<file path="src/rtl/core/modbus_rtu_read_register_slave_macros.svh">
// Assertion helpers for the asserting files
`ifndef MODBUS_RTU_READ_REGISTER_SLAVE_MACROS_SVH
`define MODBUS_RTU_READ_REGISTER_SLAVE_MACROS_SVH

// Same-cycle implication, muted during reset
`define MBRTU_ASSERT_SAME(label, clk, rst, pre, post) \
  label: assert property (@(posedge clk) disable iff (rst) (pre) |-> (post)) \
    else $error("mbrtu assertion failed");

// Next-cycle implication, muted during reset
`define MBRTU_ASSERT_NEXT(label, clk, rst, pre, post) \
  label: assert property (@(posedge clk) disable iff (rst) (pre) |=> (post)) \
    else $error("mbrtu assertion failed");

`endif

</file>
<file path="src/rtl/core/mbrtu_pkg.sv">
package mbrtu_pkg;

  // Operation codes of an input item
  localparam logic OP_RX_BYTE = 1'b0;
  localparam logic OP_LOAD    = 1'b1;

  // CRC-16/MODBUS
  localparam logic [15:0] CRC_INIT = 16'hFFFF;
  localparam logic [15:0] CRC_POLY = 16'hA001;

  // Frame constants
  localparam logic [7:0] ADDR_RESET      = 8'h08;
  localparam logic [7:0] FUNC_READ_INPUT = 8'h04;
  localparam logic [7:0] REPLY_COUNT     = 8'h02;
  localparam logic [7:0] REG_TEMPERATURE = 8'h01;

  // Positions of the request tail (bytes after the address)
  localparam logic [2:0] TAIL_REG_LO   = 3'd2;
  localparam logic [2:0] TAIL_CRC_LO   = 3'd5;
  localparam logic [2:0] TAIL_LAST     = 3'd6;
  localparam logic [2:0] TAIL_CRC_SPAN = 3'd5;

  // Positions in the reply frame
  localparam logic [2:0] TX_IDX_ADDR   = 3'd0;
  localparam logic [2:0] TX_IDX_FUNC   = 3'd1;
  localparam logic [2:0] TX_IDX_COUNT  = 3'd2;
  localparam logic [2:0] TX_IDX_VAL_HI = 3'd3;
  localparam logic [2:0] TX_IDX_VAL_LO = 3'd4;
  localparam logic [2:0] TX_IDX_CRC_LO = 3'd5;
  localparam logic [2:0] TX_IDX_CRC_HI = 3'd6;

  // Configuration register indexes
  localparam logic REG_IDX_SLAVE_ADDR = 1'b0;

  typedef struct packed {
    logic        operation;
    logic [7:0]  rx_byte;
    logic [15:0] new_temperature;
    logic [15:0] new_humidity;
  } in_item_t;

  typedef struct packed {
    logic [7:0] tx_byte;
    logic       last_byte;
  } out_item_t;

  // Controller to datapath
  typedef struct packed {
    logic       load_readings;
    logic       start_frame;
    logic       take_byte;
    logic       latch_reply;
    logic       load_out;
    logic [2:0] index;
  } dp_cmd_t;

  // Datapath to controller
  typedef struct packed {
    logic addr_match;
    logic crc_good;
    logic out_free;
  } dp_status_t;

  // One byte through the reflected CRC, bit by bit
  function automatic logic [15:0] crc_byte(input logic [15:0] crc_in, input logic [7:0] b);
    logic [15:0] c;
    c = crc_in ^ {8'h00, b};
    for (int i = 0; i < 8; i++) begin
      if (c[0]) begin
        c = (c >> 1) ^ CRC_POLY;
      end else begin
        c = c >> 1;
      end
    end
    return c;
  endfunction

endpackage

</file>
<file path="src/rtl/core/mbrtu_ctrl.sv">
module mbrtu_ctrl (
  input  logic                 clk,
  input  logic                 rst,
  input  logic                 item_valid,
  input  logic                 operation,
  input  mbrtu_pkg::dp_status_t status,
  output logic                 item_ready,
  output mbrtu_pkg::dp_cmd_t   cmd
);
  import mbrtu_pkg::*;

  localparam logic [1:0] ST_HUNT    = 2'd0;
  localparam logic [1:0] ST_COLLECT = 2'd1;
  localparam logic [1:0] ST_REPLY   = 2'd2;

  logic [1:0] state, state_next;
  logic [2:0] count, count_next;
  logic       accept;

  assign item_ready = (state != ST_REPLY);
  assign accept     = item_valid && item_ready;

  // Next state and datapath commands
  always_comb begin
    state_next = state;
    count_next = count;
    cmd        = '0;
    cmd.index  = count;
    case (state)
      ST_HUNT: begin
        if (accept) begin
          if (operation == OP_LOAD) begin
            cmd.load_readings = 1'b1;
          end else if (status.addr_match) begin
            cmd.start_frame = 1'b1;
            state_next      = ST_COLLECT;
            count_next      = '0;
          end
        end
      end
      ST_COLLECT: begin
        if (accept) begin
          if (operation == OP_LOAD) begin
            cmd.load_readings = 1'b1;
          end else begin
            cmd.take_byte = 1'b1;
            if (count == TAIL_LAST) begin
              count_next = '0;
              if (status.crc_good) begin
                cmd.latch_reply = 1'b1;
                state_next      = ST_REPLY;
              end else begin
                state_next = ST_HUNT;
              end
            end else begin
              count_next = count + 3'd1;
            end
          end
        end
      end
      ST_REPLY: begin
        // one reply byte each time the output register frees up
        if (status.out_free) begin
          cmd.load_out = 1'b1;
          if (count == TX_IDX_CRC_HI) begin
            count_next = '0;
            state_next = ST_HUNT;
          end else begin
            count_next = count + 3'd1;
          end
        end
      end
      default: begin
        state_next = ST_HUNT;
        count_next = '0;
      end
    endcase
  end

  always_ff @(posedge clk) begin
    if (rst) begin
      state <= ST_HUNT;
      count <= '0;
    end else begin
      state <= state_next;
      count <= count_next;
    end
  end

endmodule

</file>
<file path="src/rtl/core/mbrtu_dp.sv">
module mbrtu_dp (
  input  logic                 clk,
  input  logic                 rst,
  input  mbrtu_pkg::in_item_t  item,
  input  logic [7:0]           slave_address,
  input  mbrtu_pkg::dp_cmd_t   cmd,
  input  logic                 reply_ready,
  output mbrtu_pkg::dp_status_t status,
  output logic                 reply_valid,
  output mbrtu_pkg::out_item_t reply
);
  import mbrtu_pkg::*;

  logic [15:0] run_crc;
  logic [15:0] tx_crc;
  logic [15:0] temperature_reading;
  logic [15:0] humidity_reading;
  logic [15:0] value_q;
  logic [7:0]  reg_lo_q;
  logic [7:0]  crc_lo_q;
  logic [7:0]  tx_sel;

  // Status back to the controller
  assign status.addr_match = (item.rx_byte == slave_address);
  assign status.crc_good   = (crc_lo_q == run_crc[7:0]) && (item.rx_byte == run_crc[15:8]);
  assign status.out_free   = !reply_valid || reply_ready;

  // Reply byte for the current frame position
  always_comb begin
    case (cmd.index)
      TX_IDX_ADDR:   tx_sel = slave_address;
      TX_IDX_FUNC:   tx_sel = FUNC_READ_INPUT;
      TX_IDX_COUNT:  tx_sel = REPLY_COUNT;
      TX_IDX_VAL_HI: tx_sel = value_q[15:8];
      TX_IDX_VAL_LO: tx_sel = value_q[7:0];
      TX_IDX_CRC_LO: tx_sel = tx_crc[7:0];
      TX_IDX_CRC_HI: tx_sel = tx_crc[15:8];
      default:       tx_sel = tx_crc[15:8];
    endcase
  end

  // Sensor readings
  always_ff @(posedge clk) begin
    if (rst) begin
      temperature_reading <= '0;
      humidity_reading    <= '0;
    end else if (cmd.load_readings) begin
      temperature_reading <= item.new_temperature;
      humidity_reading    <= item.new_humidity;
    end
  end

  // Request CRC and the kept tail bytes
  always_ff @(posedge clk) begin
    if (rst) begin
      run_crc <= CRC_INIT;
    end else if (cmd.start_frame) begin
      run_crc <= crc_byte(CRC_INIT, item.rx_byte);
    end else if (cmd.take_byte && (cmd.index < TAIL_CRC_SPAN)) begin
      run_crc <= crc_byte(run_crc, item.rx_byte);
    end
  end

  always_ff @(posedge clk) begin
    if (cmd.take_byte && (cmd.index == TAIL_REG_LO)) begin
      reg_lo_q <= item.rx_byte;
    end
    if (cmd.take_byte && (cmd.index == TAIL_CRC_LO)) begin
      crc_lo_q <= item.rx_byte;
    end
  end

  // Reply value and reply CRC, folded over the five bytes ahead of the CRC
  always_ff @(posedge clk) begin
    if (cmd.latch_reply) begin
      value_q <= (reg_lo_q == REG_TEMPERATURE) ? temperature_reading : humidity_reading;
      tx_crc  <= CRC_INIT;
    end else if (cmd.load_out && (cmd.index < TX_IDX_CRC_LO)) begin
      tx_crc  <= crc_byte(tx_crc, tx_sel);
    end
  end

  // Output register
  always_ff @(posedge clk) begin
    if (cmd.load_out) begin
      reply.tx_byte   <= tx_sel;
      reply.last_byte <= (cmd.index == TX_IDX_CRC_HI);
    end
  end

  always_ff @(posedge clk) begin
    if (rst) begin
      reply_valid <= 1'b0;
    end else if (cmd.load_out) begin
      reply_valid <= 1'b1;
    end else if (reply_ready) begin
      reply_valid <= 1'b0;
    end
  end

endmodule

</file>
<file path="src/rtl/core/modbus_rtu_read_register_slave.sv">
// Channel   Handshake                     Payload
// item      item_valid / item_ready       item  (operation, rx_byte, readings)
// reply     reply_valid / reply_ready     reply (tx_byte, last_byte)
// config    psel/penable/pwrite/pready    paddr, pwdata, prdata
//
// The CRC of an input byte is folded in the same cycle in which the byte is taken.
// A good request gives seven reply bytes, one per cycle from the output register while
// reply_ready stays high, during which no item is taken.
// Synchronous active-high reset: hunting for the address, readings zero, address 0x08.
// A stalled reply holds the sequencer; once the last byte sits in the output
// register, items are taken again.
`include "modbus_rtu_read_register_slave_macros.svh"

module modbus_rtu_read_register_slave (
  input  logic                 clk,
  input  logic                 rst,
  input  logic                 item_valid,
  output logic                 item_ready,
  input  mbrtu_pkg::in_item_t  item,
  output logic                 reply_valid,
  input  logic                 reply_ready,
  output mbrtu_pkg::out_item_t reply,
  input  logic                 psel,
  input  logic                 penable,
  input  logic                 pwrite,
  input  logic [2:0]           paddr,
  input  logic [31:0]          pwdata,
  output logic [31:0]          prdata,
  output logic                 pready
);
  import mbrtu_pkg::*;

  logic [7:0] slave_address;
  logic       reg_hit;
  dp_cmd_t    cmd;
  dp_status_t status;

  // Configuration register
  assign pready  = 1'b1;
  assign reg_hit = (paddr[2] == REG_IDX_SLAVE_ADDR);
  assign prdata  = reg_hit ? {24'h000000, slave_address} : 32'h00000000;

  always_ff @(posedge clk) begin
    if (rst) begin
      slave_address <= ADDR_RESET;
    end else if (psel && penable && pwrite && pready && reg_hit) begin
      slave_address <= pwdata[7:0];
    end
  end

  mbrtu_ctrl u_ctrl (
    .clk        (clk),
    .rst        (rst),
    .item_valid (item_valid),
    .operation  (item.operation),
    .status     (status),
    .item_ready (item_ready),
    .cmd        (cmd)
  );

  mbrtu_dp u_dp (
    .clk           (clk),
    .rst           (rst),
    .item          (item),
    .slave_address (slave_address),
    .cmd           (cmd),
    .reply_ready   (reply_ready),
    .status        (status),
    .reply_valid   (reply_valid),
    .reply         (reply)
  );

  // While replying with the output register empty, a byte is loaded next cycle
  `MBRTU_ASSERT_NEXT(a_reply_fills, clk, rst, !item_ready && !reply_valid, reply_valid)
  // A stalled reply byte stays put until it is taken
  `MBRTU_ASSERT_NEXT(a_reply_holds, clk, rst, reply_valid && !reply_ready, reply_valid && $stable(reply))
  // Loading a reply byte never coincides with taking a request byte
  `MBRTU_ASSERT_SAME(a_no_overlap, clk, rst, cmd.load_out, !cmd.take_byte && !cmd.start_frame)

endmodule
</file>
<file path="config.mk">
export PLATFORM = sky130hd
export DESIGN_NAME = modbus_rtu_read_register_slave
export DESIGN_NICKNAME = d
export VERILOG_FILES = /design/src/rtl/core/mbrtu_pkg.sv /design/src/rtl/core/mbrtu_ctrl.sv /design/src/rtl/core/mbrtu_dp.sv /design/src/rtl/core/modbus_rtu_read_register_slave.sv
export VERILOG_INCLUDE_DIRS = /design/src /design/src/rtl/core
export SDC_FILE = /design/constraint.sdc
export NUM_CORES = 1
export LEC_CHECK = 0
export ABC_AREA = 1
export BUFFER_PORTS_ARGS = -buffer_cell sky130_fd_sc_hd__buf_2
export CAP_MARGIN = 20
export CORE_UTILIZATION = 46
export CTS_CLUSTER_DIAMETER = 80
export CTS_CLUSTER_SIZE = 25
export DETAILED_ROUTE_END_ITERATION = 10
export GPL_TIMING_DRIVEN = 0
export PLACE_DENSITY = 0.77
export RECOVER_POWER = 25
export SYNTH_ARGS = -nofsm -noshare
export SYNTH_HDL_FRONTEND = slang
export SYNTH_SLANG_ARGS = --single-unit
</file>
<file path="constraint.sdc">
create_clock -name clk -period 2.7 [get_ports clk]
set_input_delay 0.405 -clock clk [delete_from_list [all_inputs] [get_ports clk]]
set_output_delay 0.405 -clock clk [all_outputs]
set_load 0.03 [all_outputs]
</file>
==> metrics <==
clk buf depth=2; vias in the first global route=5103; slowest cell delay on critical path=0.39 ns; initial antenna violation count=0; final-stage net count=992; HPWL after DPL=11100 um; Tmin final=2.46 ns; hold-fix buffers at CTS=0; crit-path most repeated cell=nand2_1; clk_lat worst skew=0.42 ns; placed cells=1062; Critical Path RT=2.99 ns; fin cells=1094; Starting Density=0.473; Bufs and invs on worst path=4; # DRC=0; routed len/inst=13.4 um; # diodes=0; most frequent cells in the layout=151 x nand2_1, 89 x nor2_1, 84 x inv_1, 77 x dfxtp_1, 61 x buf_2; Synth Register Bits=119; CP max stage cell=dfxtp_4; Most used DFF post-synth=dfxtp_1; status=complete, no violations; Rel. slew slack=0.543; number of distinct library cells after synthesis=37; Final Hold Viols=0; cts bufs inserted=17; Clock Tree Root=clkbuf_16; final instance area=0.00757 mm^2; Final Cycle Share=0.910; H-tree levels=4; number of synthesized flops with an enable pin=41; DIE AREA=0.0141 mm^2; multi-input logic area=0.00291 mm^2; final slew viol count=0; drt via density=4.91; worst hold path class=primary input to flip-flop; Layout Utilization=0.569; ANT nets after route=0; Cell Pwr Density=727 mW/mm^2; Crit Path Class=flip-flop to flip-flop; Cells after Synth=788; Seq/Total Area, Yosys=0.445; Fmax=407 MHz; # rows=42; cell family with most CP delay=simple AND/OR/NAND/NOR gates; Layout Skew=0.0116 ns; CP Launch Type=flip-flop; LEAKAGE=3.47 nW; combinational family with the most area after synthesis=simple AND/OR/NAND/NOR gates; Die Wd=119 um; CP max FO=10; number of max-cap violations=0; mux share of post-synthesis cell area=0.0287; worst path cell trace=inv_2 > buf_6 > ha_1 > clkbuf_4 > nand2_1 > nand2_1 > inv_1 > nand2_1 > o21ai_2 > nand2_1 > nand2_1 > nand2_1 > nand2_2 > nand2_1 > nand2_1 > nand2_2 > nand2_2 > nand2_2 > nand3_1 > o211ai_1; final WL=14700 um; xor and xnor area share after synthesis=0.0753; pin count of the biggest net entering global routing=17; Worst-path clk slew=0.06 ns; worst vdd ir=0.391 mV; layout cells sized above 1=0.187; complex-gate fraction of the synthesized area=0.110; Setup Viol. Count Final=0; most common cell after layout, fill and taps aside=nand2_1; YS warnings=0; first-pass GRT wire length=24300 um; Placer Congestion=0.881; Port Buffers=74; clock tree sinks=119; Initial DRC Count=315; Synth Area in Adders=0.00797; core area=0.0133 mm^2; aggregate global-route resource usage=0.220; mapped cell area=0.00628 mm^2; total gr overflow=0; FFs w/ async S/R, synth=0; Slew @ Worst Pin=0.683 ns; Synth Area in Simple Gates=0.223; # IOs=127; Worst Path Arrival=2.74 ns; area added between synthesis and finish=20.5%; post-synthesis area per instance=7.97 um^2; dpl cell area=0.00698 mm^2; register area=0.00280 mm^2; die height=119 um; Critical Path End Type=flip-flop; via count=5377; TritonCTS clock tree=built; fillers=1207; DR pass1 iterations=6
-- report_power, final --
group	internal, mW	switching [mW]
Sequential	2.01	0.106
Combinational	0.395	0.681
Clock	1.53	0.779
-- registers in the layout (all words and copies together) (netlist names) --
name	cells
slave_address	8
u_dp.tx_crc	16
u_dp.crc_lo_q	8
u_dp.value_q	16
u_dp.reg_lo_q	8
u_ctrl.count	3
u_dp.reply_valid	1
u_dp.reply	9
u_dp.run_crc	16
u_dp.humidity_reading	16
u_ctrl.state	2
u_dp.temperature_reading	16
-- cells by family (layout without fill, tap and decap cells) --
kind of cell               count (synthesis)  count (layout)
other                                      2              25
xor gates and xnor gates                  54              54
adders and majority gates                  4               4
muxes                                     16              16
and+or+nand+nor                          329             329
buffers and inverters                    146             253
DFF                                      119             119
AOI/OAI and AO/OA                        118             118
-- layout make-up --
| cell class | count | share of cell area |
|---|---|---|
| Clock inverter | 11 | 0.0207 |
| Timing Repair Buffer | 75 | 0.0468 |
| Tap cell | 176 | 0.0291 |
| Multi-Input combinational cell | 546 | 0.385 |
| Buffer | 57 | 0.0466 |
| Sequential cell | 119 | 0.369 |
| Inverter | 89 | 0.0443 |
| Clock buffer | 21 | 0.0582 |
-- worst min-delay path, delay by kind of cell --
family                 cells  cell delay (ns)
and+or+nand+nor            1             0.04
buffers and inverters      1             0.08
AOI/OAI and AO/OA          1             0.06
-- metrics by stage --
| stage | hold slack (ns) | power (mW) | setup slack, ns | setup TNS, ns |
|---|---|---|---|---|
| floorplan | 0.449 | 2.97 | 0.179 | 0 |
| global placement | 0.456 | 3.18 | -0.178 | -3.16 |
| detailed placement | 0.465 | 3.21 | 0.0851 | 0 |
| CTS | 0.180 | 5.51 | 0.0773 | 0 |
| global route | 0.237 | 5.75 | -0.00171 | -0.00171 |
| finish | 0.212 | 5.50 | 0.244 | 0 |
-- path summary, 6_finish.rpt --
| path | to | slack [ns] | cells past startpoint | from |
|---|---|---|---|---|
| worst max register to register | u_dp.tx_crc[15] | 0.24 | 20 | u_ctrl.count[2] |
| worst min register to register | u_dp.humidity_reading[11] | 0.48 | 2 | u_dp.humidity_reading[11] |
| worst min-delay path | slave_address[3] | 0.21 | 3 | pwdata[3] |
| worst max-delay path | u_dp.tx_crc[15] | 0.24 | 20 | u_ctrl.count[2] |
-- cell usage after synthesis (17+ instances only) --
cell type | instances | share of area
nand2_1 | 152 | 0.091
nor2_1 | 90 | 0.054
inv_1 | 84 | 0.050
dfxtp_1 | 78 | 0.25
o21ai_0 | 60 | 0.048
nand3_1 | 46 | 0.037
edfxtp_1 | 41 | 0.20
buf_4 | 27 | 0.032
xnor2_1 | 27 | 0.038
xor2_1 | 27 | 0.038
a21oi_1 | 22 | 0.018
o211ai_1 | 21 | 0.025
nand2_2 | 20 | 0.020
clkbuf_1 | 17 | 0.010
-- layer usage --
metal	vias up	part of all wire	global-route usage
met5	-	0	0
met4	0	0.025	0.107
met3	28	0.062	0.0460
met2	194	0.47	0.357
met1	2404	0.45	0.279
li1	2751	-	-
-- repair_timing --
item | CTS | global route
setup buffers | 0 | 0
resized for setup | 0 | 8
endpoints found under the setup margin | 0 | 24
No activity file was read; power rests on OpenSTA's default activity.
